==> src/rtl/dcer_pkg.sv <==
// ----------------------------------------------------------------------------
// dcer_pkg
// shared types, codes and helpers of the dual controller byte router
// ----------------------------------------------------------------------------
package dcer_pkg;

    // panel command and fill codes
    localparam logic [7:0] CMD_COLOR    = 8'h12;
    localparam logic [7:0] CMD_END      = 8'h11;
    localparam logic [7:0] OFFLINE_FILL = 8'h55;

    localparam int unsigned PLANE_W    = 20;
    localparam int unsigned CFG_ADDR_W = 3;
    localparam int unsigned CFG_DATA_W = 20;

    // configuration register indexes
    typedef enum logic [CFG_ADDR_W-1:0] {
        REG_REVERSE_BITS = 3'd0,
        REG_OFFLINE_MODE = 3'd1,
        REG_PLANE_BYTES  = 3'd2,
        REG_COLOR_ARG0   = 3'd3,
        REG_COLOR_ARG1   = 3'd4,
        REG_COLOR_ARG2   = 3'd5
    } t_cfg_reg;

    // output sequence of one input word
    typedef enum logic [2:0] {
        SEQ_DATA,
        SEQ_CMD_COLOR,
        SEQ_ARG0,
        SEQ_ARG1,
        SEQ_ARG2,
        SEQ_CMD_END
    } t_seq;

    // one routed image word and whether the plane-switch burst follows it
    typedef struct packed {
        logic [7:0] data;
        logic       master;
        logic       slave;
        logic       burst;
    } t_item;

    // colour-plane command arguments
    typedef struct packed {
        logic [7:0] arg0;
        logic [7:0] arg1;
        logic [7:0] arg2;
    } t_color_args;

    // swap nibbles, then bit pairs, then neighbor bits
    function automatic logic [7:0] flip_byte(input logic [7:0] b);
        logic [7:0] v;
        v = ((b & 8'hF0) >> 4) | ((b & 8'h0F) << 4);
        v = ((v & 8'hCC) >> 2) | ((v & 8'h33) << 2);
        v = ((v & 8'hAA) >> 1) | ((v & 8'h55) << 1);
        return v;
    endfunction

endpackage

==> src/rtl/dual_controller_epd_byte_router.sv <==
// ----------------------------------------------------------------------------
// dual_controller_epd_byte_router
// routes image bytes of a two-controller e-paper panel to master and slave
// ----------------------------------------------------------------------------
// Usage
//   pixel channel (i_pixel_valid / o_pixel_stall / i_pixel_byte) takes one
//   image word per cycle unless stalled. spi channel (o_spi_valid /
//   i_spi_stall) delivers one serial-link word per cycle unless stalled,
//   with its DC flag, both chip selects and a last flag on the final word
//   caused by each image word. An accepted word passes the skid register
//   and then the output register before it is sent. Throughput is one
//   image word per cycle unless stalled; the word ending the first plane
//   produces six output words (data, cmd 0x12, three colour bytes, cmd
//   0x11), sent one per cycle by the output sequencer; input stalls behind it.
//   A skid register sits in front of the output register, so a new word is
//   taken while a finished word waits; with the receiver stalled both fill
//   and o_pixel_stall rises, payloads held.
//   Reset (i_rst_n low, synchronous) empties both stages, sets the first
//   plane with the master selected and loads register defaults
//   (plane length 1). The user must write registers via i_cfg_we / i_cfg_addr
//   and i_cfg_wdata only while the block is idle, which it does not enforce.
// ----------------------------------------------------------------------------
module dual_controller_epd_byte_router #(
    parameter int unsigned ROW_BYTES      = 120,
    parameter int unsigned HALF_ROW_BYTES = 60
) (
    input  logic                              i_clk,
    input  logic                              i_rst_n,
    input  logic                              i_cfg_we,
    input  logic [dcer_pkg::CFG_ADDR_W-1:0]   i_cfg_addr,
    input  logic [dcer_pkg::CFG_DATA_W-1:0]   i_cfg_wdata,
    input  logic                              i_pixel_valid,
    output logic                              o_pixel_stall,
    input  logic [7:0]                        i_pixel_byte,
    output logic                              o_spi_valid,
    input  logic                              i_spi_stall,
    output logic [7:0]                        o_spi_byte,
    output logic                              o_is_command,
    output logic                              o_master_select,
    output logic                              o_slave_select,
    output logic                              o_last
);

    logic                          r_reverse_bits;
    logic                          r_offline_mode;
    logic [dcer_pkg::PLANE_W-1:0]  r_plane_bytes;
    dcer_pkg::t_color_args         r_args;

    dcer_pkg::t_item item;
    logic            take;

    // configuration registers
    always_ff @(posedge i_clk) begin
        if (!i_rst_n) begin
            r_reverse_bits <= 1'b0;
            r_offline_mode <= 1'b0;
            r_plane_bytes  <= dcer_pkg::PLANE_W'(1);
            r_args         <= '0;
        end else if (i_cfg_we) begin
            case (dcer_pkg::t_cfg_reg'(i_cfg_addr))
                dcer_pkg::REG_REVERSE_BITS: r_reverse_bits <= i_cfg_wdata[0];
                dcer_pkg::REG_OFFLINE_MODE: r_offline_mode <= i_cfg_wdata[0];
                dcer_pkg::REG_PLANE_BYTES:  r_plane_bytes  <= i_cfg_wdata[dcer_pkg::PLANE_W-1:0];
                dcer_pkg::REG_COLOR_ARG0:   r_args.arg0    <= i_cfg_wdata[7:0];
                dcer_pkg::REG_COLOR_ARG1:   r_args.arg1    <= i_cfg_wdata[7:0];
                dcer_pkg::REG_COLOR_ARG2:   r_args.arg2    <= i_cfg_wdata[7:0];
                default: ;
            endcase
        end
    end

    assign take = i_pixel_valid && !o_pixel_stall;

    // byte path and plane tracking
    dcer_route #(
        .ROW_BYTES      (ROW_BYTES),
        .HALF_ROW_BYTES (HALF_ROW_BYTES)
    ) u_route (
        .i_clk          (i_clk),
        .i_rst_n        (i_rst_n),
        .i_take         (take),
        .i_pixel_byte   (i_pixel_byte),
        .i_reverse_bits (r_reverse_bits),
        .i_offline_mode (r_offline_mode),
        .i_plane_bytes  (r_plane_bytes),
        .o_item         (item)
    );

    // skid and output sequencer
    dcer_burst u_burst (
        .i_clk           (i_clk),
        .i_rst_n         (i_rst_n),
        .i_valid         (i_pixel_valid),
        .i_item          (item),
        .o_stall         (o_pixel_stall),
        .i_args          (r_args),
        .o_valid         (o_spi_valid),
        .i_stall         (i_spi_stall),
        .o_spi_byte      (o_spi_byte),
        .o_is_command    (o_is_command),
        .o_master_select (o_master_select),
        .o_slave_select  (o_slave_select),
        .o_last          (o_last)
    );

endmodule

==> src/rtl/dcer_route.sv <==
// ----------------------------------------------------------------------------
// dcer_route
// per-word data path and plane/row tracking: byte count, row position,
// plane index and chip select state
// ----------------------------------------------------------------------------
module dcer_route #(
    parameter int unsigned ROW_BYTES      = 120,
    parameter int unsigned HALF_ROW_BYTES = 60
) (
    input  logic                              i_clk,
    input  logic                              i_rst_n,
    input  logic                              i_take,
    input  logic [7:0]                        i_pixel_byte,
    input  logic                              i_reverse_bits,
    input  logic                              i_offline_mode,
    input  logic [dcer_pkg::PLANE_W-1:0]      i_plane_bytes,
    output dcer_pkg::t_item                   o_item
);

    localparam int unsigned POS_W = (ROW_BYTES > 2) ? $clog2(ROW_BYTES) : 1;

    logic [dcer_pkg::PLANE_W-1:0] r_byte_count, n_byte_count;
    logic [POS_W-1:0]             r_row_pos, n_row_pos;
    logic                         r_plane, n_plane;
    logic                         r_master, n_master;
    logic                         r_slave, n_slave;

    logic [dcer_pkg::PLANE_W-1:0] count_inc;
    logic [POS_W-1:0]             pos_inc;
    logic                         plane_end;
    logic [7:0]                   data_out;

    // data byte of this word
    always_comb begin
        data_out = i_reverse_bits ? dcer_pkg::flip_byte(i_pixel_byte) : i_pixel_byte;
        if (i_offline_mode && !r_plane && (r_row_pos == '0)) begin
            data_out = dcer_pkg::OFFLINE_FILL;
        end
    end

    // count and row position advance
    assign count_inc = r_byte_count + 1'b1;
    assign pos_inc   = (r_row_pos == POS_W'(ROW_BYTES - 1)) ? '0 : r_row_pos + 1'b1;
    assign plane_end = (count_inc >= i_plane_bytes);

    assign o_item.data   = data_out;
    assign o_item.master = r_master;
    assign o_item.slave  = r_slave;
    assign o_item.burst  = plane_end && !r_plane;

    // next tracking state
    always_comb begin
        n_byte_count = count_inc;
        n_row_pos    = pos_inc;
        n_plane      = r_plane;
        n_master     = r_master;
        n_slave      = r_slave;
        if (pos_inc == POS_W'(HALF_ROW_BYTES)) begin
            n_master = 1'b0;
            n_slave  = 1'b1;
        end else if (pos_inc == '0) begin
            n_slave  = 1'b0;
            n_master = 1'b1;
        end
        if (plane_end) begin
            n_byte_count = '0;
            n_row_pos    = '0;
            if (!r_plane) begin
                n_master = 1'b1;
                n_slave  = 1'b0;
                n_plane  = 1'b1;
            end else begin
                n_slave  = 1'b0;
                n_plane  = 1'b0;
            end
        end
    end

    always_ff @(posedge i_clk) begin
        if (!i_rst_n) begin
            r_byte_count <= '0;
            r_row_pos    <= '0;
            r_plane      <= 1'b0;
            r_master     <= 1'b1;
            r_slave      <= 1'b0;
        end else if (i_take) begin
            r_byte_count <= n_byte_count;
            r_row_pos    <= n_row_pos;
            r_plane      <= n_plane;
            r_master     <= n_master;
            r_slave      <= n_slave;
        end
    end

endmodule

==> src/rtl/dcer_burst.sv <==
// ----------------------------------------------------------------------------
// dcer_burst
// skid register plus output sequencer: sends the data word and, after the
// first plane, the colour-plane command sequence
// ----------------------------------------------------------------------------
module dcer_burst (
    input  logic                   i_clk,
    input  logic                   i_rst_n,
    input  logic                   i_valid,
    input  dcer_pkg::t_item        i_item,
    output logic                   o_stall,
    input  dcer_pkg::t_color_args  i_args,
    output logic                   o_valid,
    input  logic                   i_stall,
    output logic [7:0]             o_spi_byte,
    output logic                   o_is_command,
    output logic                   o_master_select,
    output logic                   o_slave_select,
    output logic                   o_last
);

    logic            r_a_valid;
    dcer_pkg::t_item r_a_item;
    logic            r_b_valid;
    dcer_pkg::t_item r_b_item;
    dcer_pkg::t_seq  r_seq, n_seq;

    logic out_take;
    logic b_free;
    logic a_move;
    logic in_take;

    // handshake between skid and output stage
    assign out_take = r_b_valid && !i_stall;
    assign b_free   = !r_b_valid || (out_take && o_last);
    assign a_move   = r_a_valid && b_free;
    assign o_stall  = r_a_valid && !b_free;
    assign in_take  = i_valid && !o_stall;
    assign o_valid  = r_b_valid;

    // skid stage
    always_ff @(posedge i_clk) begin
        if (!i_rst_n) begin
            r_a_valid <= 1'b0;
        end else if (in_take) begin
            r_a_valid <= 1'b1;
        end else if (a_move) begin
            r_a_valid <= 1'b0;
        end
    end

    always_ff @(posedge i_clk) begin
        if (in_take) begin
            r_a_item <= i_item;
        end
    end

    // next sequence step
    always_comb begin
        n_seq = r_seq;
        if (a_move) begin
            n_seq = dcer_pkg::SEQ_DATA;
        end else if (out_take) begin
            case (r_seq)
                dcer_pkg::SEQ_DATA:      n_seq = dcer_pkg::SEQ_CMD_COLOR;
                dcer_pkg::SEQ_CMD_COLOR: n_seq = dcer_pkg::SEQ_ARG0;
                dcer_pkg::SEQ_ARG0:      n_seq = dcer_pkg::SEQ_ARG1;
                dcer_pkg::SEQ_ARG1:      n_seq = dcer_pkg::SEQ_ARG2;
                dcer_pkg::SEQ_ARG2:      n_seq = dcer_pkg::SEQ_CMD_END;
                default:                 n_seq = dcer_pkg::SEQ_DATA;
            endcase
        end
    end

    // output stage
    always_ff @(posedge i_clk) begin
        if (!i_rst_n) begin
            r_b_valid <= 1'b0;
            r_seq     <= dcer_pkg::SEQ_DATA;
        end else begin
            r_seq <= n_seq;
            if (a_move) begin
                r_b_valid <= 1'b1;
            end else if (out_take && o_last) begin
                r_b_valid <= 1'b0;
            end
        end
    end

    always_ff @(posedge i_clk) begin
        if (a_move) begin
            r_b_item <= r_a_item;
        end
    end

    // fields of the current word
    always_comb begin
        o_spi_byte      = r_b_item.data;
        o_is_command    = 1'b0;
        o_master_select = 1'b1;
        o_slave_select  = 1'b1;
        o_last          = 1'b0;
        case (r_seq)
            dcer_pkg::SEQ_DATA: begin
                o_master_select = r_b_item.master;
                o_slave_select  = r_b_item.slave;
                o_last          = !r_b_item.burst;
            end
            dcer_pkg::SEQ_CMD_COLOR: begin
                o_spi_byte   = dcer_pkg::CMD_COLOR;
                o_is_command = 1'b1;
            end
            dcer_pkg::SEQ_ARG0: o_spi_byte = i_args.arg0;
            dcer_pkg::SEQ_ARG1: o_spi_byte = i_args.arg1;
            dcer_pkg::SEQ_ARG2: o_spi_byte = i_args.arg2;
            dcer_pkg::SEQ_CMD_END: begin
                o_spi_byte   = dcer_pkg::CMD_END;
                o_is_command = 1'b1;
                o_last       = 1'b1;
            end
            default: o_last = 1'b1;
        endcase
    end

endmodule

==> config.mk <==
export PLATFORM = sky130hd
export DESIGN_NAME = dual_controller_epd_byte_router
export DESIGN_NICKNAME = d
export VERILOG_FILES = /design/src/rtl/dcer_pkg.sv /design/src/rtl/dual_controller_epd_byte_router.sv /design/src/rtl/dcer_route.sv /design/src/rtl/dcer_burst.sv
export SDC_FILE = /design/constraint.sdc
export NUM_CORES = 1
export LEC_CHECK = 0
export ABC_CLOCK_PERIOD_IN_PS = 8200
export BUFFER_PORTS_ARGS = -buffer_cell sky130_fd_sc_hd__buf_4
export CORE_MARGIN = 4
export CORE_UTILIZATION = 61
export CTS_CLUSTER_SIZE = 10
export DETAILED_ROUTE_END_ITERATION = 16
export PLACE_DENSITY = 0.82
export SLEW_MARGIN = 20
export SYNTH_ARGS = -nofsm -noshare
export SYNTH_HDL_FRONTEND = slang
export SYNTH_SLANG_ARGS = --single-unit
==> constraint.sdc <==
create_clock -name i_clk -period 8.2 [get_ports i_clk]
set_input_delay 0.82 -clock i_clk [delete_from_list [all_inputs] [get_ports i_clk]]
set_output_delay 0.82 -clock i_clk [all_outputs]
set_load 0.005 [all_outputs]
# --- Yosys cells after proc, flatten, opt, wreduce, memory -nomap -nowiden ---
# Index checks and enable logic that the tools add are counted.
word_totals:
  regBits: 103
  word_cells: 96
op_classes:
  n_addsub: 2
  n_lt_le_gt_ge: 1
  n_eq_ne: 12
  n_mux: 22
  bitwise_logic: 4
  n_reduce_logical: 33
op_table:
  columns: ["op", "n"]
  rows:
  - ["8-bit case mux with 5 select lines", 1]
  - ["20-bit by 1-bit adder with 20-bit output (second input constant)", 1]
  - ["20-bit >= comparator", 1]
  - ["20-bit two-way mux", 1]
  - ["2-bit AND reduction", 8]
  - ["1-bit two-way mux", 15]
  - ["3-bit case mux with 5 select lines", 1]
  - ["7-bit zero test", 2]
  - ["7-bit two-way mux", 2]
  - ["3-bit by 2-bit == test with 1-bit output (second input constant)", 4]
  - ["3-bit == test (second input constant)", 4]
  - ["1-bit logical AND", 8]
  - ["8-bit two-way mux", 1]
  - ["4-bit by 8-bit OR with 8-bit output", 1]
  - ["6-bit by 8-bit OR with 8-bit output", 1]
  - ["7-bit by 8-bit OR with 8-bit output", 1]
  - ["7-bit by 1-bit adder with 7-bit output (second input constant)", 1]
  - ["7-bit by 6-bit == test with 1-bit output (second input constant)", 1]
  - ["7-bit == test (second input constant)", 1]
  - ["3-bit by 1-bit == test with 1-bit output (second input constant)", 2]
  - ["1-bit zero test", 6]
  - ["3-bit zero test", 2]
  - ["2-bit nonzero test", 2]
  - ["2-bit OR reduction", 2]
  - ["5 further kinds", 5]

# --- Logic depth before layout (Yosys ltp) ---
# Gate-level depths: netlist of run 1.
depth:
  depth_word: 10
  mapped_depth: 14
  depth_no_buf: 12

# --- Hierarchy ---
# From an unflattened synthesis of run 1, not the netlist that was laid out.
hier_totals:
  hier_cells: 631
  hier_area_um2: 5768.0
by_module_without_submodules:
  columns: ["mod", "n_inst", "cells_each", "area_each_um2", "seq_area_each_um2"]
  rows:
  - ["dcer_route", 1, 347, 2698.8, 600.6]
  - ["dual_controller_epd_byte_router", 1, 178, 1788.0, 920.9]
  - ["dcer_burst", 1, 106, 1281.2, 760.7]

# --- Worst setup path before layout of run 1 ---
# OpenSTA, ideal clock, no wires.
synth_path:
  path_type: "reg-to-reg"
  start: "register u_route.r_byte_count[0] in the netlist's numbering"
  end: "register u_route.r_row_pos[3]"
  setup_time_ns: 0.074
  t_arrival_ns: 3.088
  path_slack_ns: 5.038
  stages_incl_launch_ff: 14
  synth_period_minus_slack_ns: 3.162
  cell_sequence: "dfxtp_1 -> ha_1 -> nand4_1 -> nor4_2 -> and3_1 -> xor2_1 -> ha_1 -> and4_1 -> a221o_1 -> a211oi_2 -> buf_2 -> buf_2 -> nand3_1 -> a31oi_1"
synth_via:
  elab_chain_len: 3
synth_rtl:
  columns: ["item", "line_no", "source"]
  rows:
  - ["start, declared", "dcer_route.sv:22", "logic [dcer_pkg::PLANE_W-1:0] r_byte_count, n_byte_count;"]
  - ["start signal, assigned", "dcer_route.sv:87", "r_byte_count <= n_byte_count;"]
  - ["20-bit by 1-bit adder with 20-bit output", "dcer_route.sv:42", "assign count_inc = r_byte_count + 1'b1;"]
  - ["20-bit >= comparator", "dcer_route.sv:44", "assign plane_end = (count_inc >= i_plane_bytes);"]
  - ["7-bit two-way mux", "dcer_route.sv:65", "if (plane_end) begin"]
  - ["end signal, assigned", "dcer_route.sv:88", "r_row_pos <= n_row_pos;"]
  - ["end, declared", "dcer_route.sv:23", "logic [POS_W-1:0] r_row_pos, n_row_pos;"]
# Every way passes these cells.
# A chain may end at the register's enable or synchronous reset.

# --- Worst setup path after layout of run 1 ---
layout_path:
  start: "register u_route.r_byte_count[0] in the netlist's numbering"
  end: "register u_route.r_master"
layout_via:
  elab_chain_len: 3
layout_rtl:
  columns: ["item", "line_no", "source"]
  rows:
  - ["20-bit by 1-bit adder with 20-bit output", "dcer_route.sv:42", null]
  - ["20-bit >= comparator", "dcer_route.sv:44", null]
  - ["1-bit two-way mux", "dcer_route.sv:65", null]
  - ["end signal, assigned", "dcer_route.sv:90", "r_master <= n_master;"]
  - ["end, declared", "dcer_route.sv:25", "logic r_master, n_master;"]
# Every way passes these cells.

==> flow_summary.json, run 1 <==
{
  "fp.dieW_um": 102,
  "dieArea_um2": 10300,
  "rsz0062_at_grt": "no",
  "vias": 4664,
  "grt_pass1_wl_mm": 20.9,
  "timing.hold.ws_ps": 427,
  "p_per_area_nw_per_um2": 165,
  "ant_nets": 0,
  "drt-total-wl_mm": 12.3,
  "drt_first_pass_iters": 5,
  "synthArstFlopShare_pct": 0,
  "setup-violations-final": 0,
  "period_needed_ps": 4220,
  "syn_to_final_growth_pct": 10.4,
  "mostFrequentLayoutCells": "152 x nand2_1, 81 x dfxtp_1, 75 x a21oi_1",
  "wl_per_cell_um": 15.6,
  "post_cts_buffers": 0,
  "drive_above_1_share_pct": 12.7,
  "initial_core_util_pct": 63.7,
  "crit_path_end_kind": "register",
  "crit_type": "register to register",
  "top_layer": "met4",
  "netlist_area_um2": 5340,
  "fp.dieH_um": 102,
  "yosysUniqueCellTypes": 53,
  "vias_per_cell": 5.90,
  "min_path_type": "register to register",
  "p_leak_uw": 0.00213,
  "synth_seq_area_share_pct": 42.7,
  "grt_use_total_pct": 25.1,
  "crit_fanout": 20,
  "clock_latency_ps": 350,
  "cts_made_buffers": 9,
  "dp.cells": 775,
  "antenna_found_initial": 0,
  "setup_slack_ps": 3980,
  "synth_edf_count": 22,
  "place.gp.congestion": 0.844,
  "grt_max_degree": 49,
  "ctsResizeCount": 0,
  "yosysWarnings": 0,
  "grt_pass1_vias": 4446,
  "reg2reg_slack_ps": 3980,
  "wl_met1_mm": 5.42,
  "num_antenna_cells": 0,
  "wl_met3_um": 679,
  "status": "completed",
  "dp_hpwl_mm": 8.69,
  "met2_length_mm": 6.06,
  "skew_ps": 10.9,
  "max_freq_mhz": 237,
  "startpoint_type": "register",
  "arrival_ps": 4470,
  "dp_slack_ps": 4060,
  "core_um2": 8380,
  "cp_data_required_time_ps": 8450,
  "syn_area_per_cell_um2": 8.17,
  "placed_area_um2": 5710,
  "post-route-cell-area_um2": 5900,
  "slew_viol_final": 0,
  "cts-hold-fix-buffers": 0,
  "tritoncts": "done",
  "drc_errors": 0,
  "cts.clk_slew.worst_paths_ps": 90,
  "worst_pin_slew_ps": 919,
  "synth_flop_cell": "dfxtp_1",
  "hold_viol": 0,
  "cts_sinks": 103,
  "final_nets": 740,
  "clk_path_buf_depth": 2,
  "layout_commonest_cell": "nand2_1",
  "ioPinCount": 50,
  "fin_setup_tns_ps": 0,
  "drt-initial-drc-count": 342,
  "clockRootBuffer": "clkbuf_8",
  "fin_crit_sh_pct": 51.4,
  "grt_overflow": 0,
  "ir_drop_uv": 108,
  "row_count": 33,
  "synth_seq_cells": 103,
  "maxCapViolCount": 0,
  "numPortBuffers": 49,
  "htree_levels": 3,
  "relSlewSlack_pct": 38.7,
  "instances_no_fill": 791,
  "netlist_instances": 654,
  "synth.net_count": 713
}
## final cells by class
type                    count  area [µm²]
multi-input cells         484        2790
fillers                   661        2480
flip-flops and latches    103        2280
repair buffers             53         398
well taps                 105         131
clock buffers              10         128
inverters                  30         113
clock inverters             6        58.8
## synth_stat cells (8+ instances only)
master | number | share of area, %
dfxtp_1 | 81 | 30
o21ai_0 | 17 | 1.6
nor2_1 | 42 | 3.0
nand2_1 | 152 | 11
edfxtp_1 | 22 | 12
ha_1 | 23 | 5.4
buf_2 | 10 | 0.94
a22o_1 | 8 | 1.3
clkbuf_1 | 23 | 1.6
mux2i_1 | 17 | 3.2
a31oi_1 | 10 | 1.2
inv_1 | 29 | 2.0
nor3_1 | 10 | 0.94
xnor2_1 | 10 | 1.6
a21oi_1 | 75 | 7.0
nand3_1 | 34 | 3.2
## layer usage
layer  GRT usage, %  vias to the layer above
met1           33.9                     2219
met5              0                        -
met2           41.4                      128
met3           4.68                       13
met4           6.54                        0
li1               -                     2304
## logic make-up (layout without fill, tap and decap cells)
kind of cell	count (synthesis)	count (layout)	synth area share [%]
xor+xnor	17	17	2.79
compound gates	132	132	14.7
buf+inv	67	99	5.22
simple gates	293	293	25.6
flops	103	103	42.7
mux	19	19	3.61
fa+ha+maj	23	23	5.39
## through the flow
stage               total power [µW]  utilization, %
finish                           975            70.4
global route                    1020            70.4
CTS                              979            70.4
detailed placement               675            68.1
global placement                 669            68.1
floorplan                        629               -
## where the power goes
group	internal [µW]	switching, µW
sequential	535	11.3
clock	140	169
combinational	45.9	73.6
## sequential cells by signal (all words and copies together) (netlist names)
register,count
r_args,24
r_plane_bytes,20
u_route.r_byte_count,20
u_burst.r_a_item,11
u_burst.r_b_item,11
u_route.r_row_pos,7
u_burst.r_seq,3
r_offline_mode,1
r_reverse_bits,1
u_burst.o_valid,1
u_burst.r_a_valid,1
u_route.r_master,1
u_route.r_plane,1
u_route.r_slave,1
## path summary, 6_finish.rpt
kind / endpoint / from / cells past startpoint
setup / recovery: u_route.r_master / u_route.r_byte_count[0] / 12
setup reg to reg: u_route.r_master / u_route.r_byte_count[0] / 12
hold / removal: u_burst.r_b_item[6] / u_burst.r_a_item[6] / 0
hold reg to reg: u_burst.r_b_item[6] / u_burst.r_a_item[6] / 0
## critical path, stage by stage (launching register included)
cell and delay, ps:
dfxtp_1 450, ha_1 290, nand4_1 220, nor4_2 520, nand3_1 240, xnor2_1 180
ha_1 290, and4_1 180, a221o_1 350, a211oi_4 620, buf_4 350, nor2_1 80
a221o_1 340
(Power assumes the default switching activity.)
==> run 2: changes to the inputs <==
- ABC_AREA: default -> 1
- ABC_CLOCK_PERIOD_IN_PS: 8200 -> 3600
- CORE_UTILIZATION: 61 -> 54
- PLACE_DENSITY: 0.82 -> 0.77
- clock period: 8.2 -> 3.6 ns (I/O delays scaled with it)
==> run 2 against run 1 <==
Against the previous run:
- flip-flop and latch count stayed put
- global-route usage fell by 2.9 points
- count of clock-buffer cells in the layout up 2
- sequential power up 140%
- final area down 0.19%
- critical path type unchanged
- largest power group unchanged
==> flow_summary.json, run 2 <==
{
  "num_antenna_cells": 0,
  "crit_type": "register to register",
  "startpoint_type": "register",
  "arrival_ps": 3410,
  "cts-hold-fix-buffers": 0,
  "synthArstFlopShare_pct": 0,
  "dp_hpwl_mm": 8.94,
  "cts_sinks": 103,
  "core_um2": 9330,
  "yosysWarnings": 0,
  "setup-violations-final": 0,
  "skew_ps": 12.7,
  "netlist_top_cells_area": "dfxtp_1 31%, edfxtp_1 13%, nand2_1 10%, nor2_1 7.5%, inv_1 6.9%",
  "syn_area_per_cell_um2": 7.37,
  "htree_levels": 3,
  "worstPathCellList": "ha_1, nand3_1, nor2_1, nand2_1, nor2_1, xnor2_1, inv_1, ha_1, nand2_1, nor2_1, nand2_1, nor2_1, nand2_1, nand4_1, nand2_1, nand2_4, nor2_1",
  "final_nets": 813,
  "drt_first_pass_iters": 5,
  "ir_drop_uv": 269,
  "crit_family": "simple AND/OR/NAND/NOR gates",
  "r2r_cells": 17,
  "cts_made_buffers": 9,
  "min_path_type": "primary input to register",
  "syn_to_final_growth_pct": 12.4,
  "maxCapViolCount": 0,
  "fp.dieW_um": 106,
  "crit_path_end_kind": "register",
  "dieArea_um2": 11300,
  "period_needed_ps": 3150,
  "slowest_stage": "dfxtp_1",
  "synth_flop_cell": "dfxtp_1",
  "yosysTopAreaCellShare_pct": 31.0,
  "wl_per_cell_um": 13.6,
  "p_per_area_nw_per_um2": 427,
  "drc_errors": 0,
  "top_regs": "r_args: 24 flops, r_plane_bytes: 20 flops, u_route.r_byte_count: 20 flops",
  "grt_max_degree": 52,
  "yosysMostFrequentCell": "nand2_1",
  "crit_fanout": 23,
  "row_count": 35,
  "synth.largest_area_cell": "dfxtp_1",
  "mostFrequentLayoutCells": "142 x nand2_1, 105 x nor2_1, 96 x inv_1",
  "synth_seq_area_share_pct": 43.6,
  "place.gp.congestion": 0.909,
  "ctsResizeCount": 0,
  "clockRootBuffer": "clkbuf_8",
  "top_register": "r_args",
  "ioPinCount": 50,
  "slew_viol_final": 0,
  "largest_reg_flops": 24,
  "ys_top_cells_by_count": "142 x nand2_1, 105 x nor2_1, 96 x inv_1",
  "grt_pass1_vias": 4418,
  "netlist_area_um2": 5240,
  "cp_data_required_time_ps": 3850,
  "layout_commonest_cell": "nand2_1",
  "initial_core_util_pct": 56.2,
  "status": "completed",
  "tritoncts": "done",
  "p_leak_uw": 0.00260,
  "post-route-cell-area_um2": 5890,
  "path_depth": 17,
  "max_freq_mhz": 317,
  "fin_setup_tns_ps": 0,
  "netlist_instances": 711,
  "hold_viol": 0,
  "post_cts_buffers": 0,
  "grt_pass1_wl_mm": 20.4,
  "vias": 4669,
  "synth_seq_cells": 103,
  "worst_pin_slew_ps": 882,
  "critPathMaxStageDelay_ps": 400,
  "placed_area_um2": 5670,
  "cts.clk_slew.worst_paths_ps": 100,
  "crit_buf_inv": 1,
  "grt_use_total_pct": 22.2,
  "grt_overflow": 0,
  "min_delay_path_depth": 3,
  "yosysUniqueCellTypes": 39,
  "drt-total-wl_mm": 12.1,
  "drive_above_1_share_pct": 10.3,
  "antenna_found_initial": 0,
  "vias_per_cell": 5.26,
  "synth.net_count": 770,
  "drt-initial-drc-count": 232,
  "clk_path_buf_depth": 2,
  "ant_nets": 0,
  "numPortBuffers": 49,
  "fp.dieH_um": 106,
  "synth_edf_count": 22,
  "rsz0062_at_grt": "no",
  "clock_latency_ps": 370,
  "relSlewSlack_pct": 40.7,
  "fin_crit_sh_pct": 87.6
}
-- run 2: cell count changes after synthesis, moves of 10 or more --
cell | before | now
nand2_1 | 152 | 142
nor2_1 | 42 | 105
o21ai_0 | 17 | 69
inv_1 | 29 | 96
mux2i_1 | 17 | 0
a21oi_1 | 75 | 54
clkbuf_1 | 23 | 12
-- run 2: through the flow --
stage / std cells / utilization, % / hold WS [ps] / power [µW] / worst slack [ps]
after floorplan: 711 / - / 400 / 1610 / 1020
after global placement: 872 / 60.7 / 402 / 1730 / 578
after detailed placement: 872 / 60.7 / 405 / 1750 / 415
after CTS: 888 / 63.1 / 245 / 2510 / 357
after global routing: 888 / 63.1 / 245 / 2640 / 64.8
final: 888 / 63.1 / 249 / 2510 / 447
-- run 2: kinds of logic (layout without fill, tap and decap cells) --
kind of cell             after synthesis  after routing  share of synthesized area (%)
adder cells (fa/ha/maj)               23             23                           5.49
XOR/XNOR                              15             15                           2.51
flip-flops                           103            103                           43.6
AO/OA/AOI/OAI                        142            142                           14.5
buffers and inverters                117            165                           9.27
AND/OR/NAND/NOR                      311            311                           24.6
-- run 2: metal layers --
layer  vias to the layer above  wire length (µm)  global-route usage [%]  part of all wire, %
li1                       2384                 -                       -                    -
met1                      2131              5550                    29.4                   46
met2                       131              5660                    36.7                   47
met3                        23               649                    4.13                  5.4
met4                         0               265                    7.40                  2.2
met5                         -                 0                       0                    0
-- run 2: area by class of cell --
class	instances	area, µm²
Sequential cell	103	2280
Clock buffer	12	166
Timing Repair Buffer	51	383
Clock inverter	4	50.0
Multi-Input combinational cell	491	2480
Tap cell	129	161
Inverter	98	368
Fill cell	840	3440
-- run 2: path summary, 6_finish.rpt --
path,startpoint,endpoint,slack (ps)
worst max-delay path,u_route.r_byte_count[0],u_route.r_byte_count[5],450
worst min-delay path,i_cfg_wdata[3],r_args[11],250
worst max register to register,u_route.r_byte_count[0],u_route.r_byte_count[5],450
worst min register to register,u_burst.r_a_item[5],u_burst.r_b_item[5],430
-- run 2: worst register-to-register path, stage by stage (launching register included) --
cell     delay [ps]
dfxtp_1         400
ha_1            280
nand3_1         170
nor2_1          180
nand2_1         140
nor2_1          140
xnor2_1         160
inv_1            70
ha_1            270
nand2_1          60
nor2_1          220
nand2_1          90
nor2_1          150
nand2_1          90
nand4_1         180
nand2_1         130
nand2_4         250
nor2_1           90
-- run 2: power breakdown --
part           leakage (µW)  internal [µW]  switching (µW)  total [µW]
clock network      0.000112            384             399         783
logic               0.00162            162             276         438
registers          0.000865           1250            42.6        1290
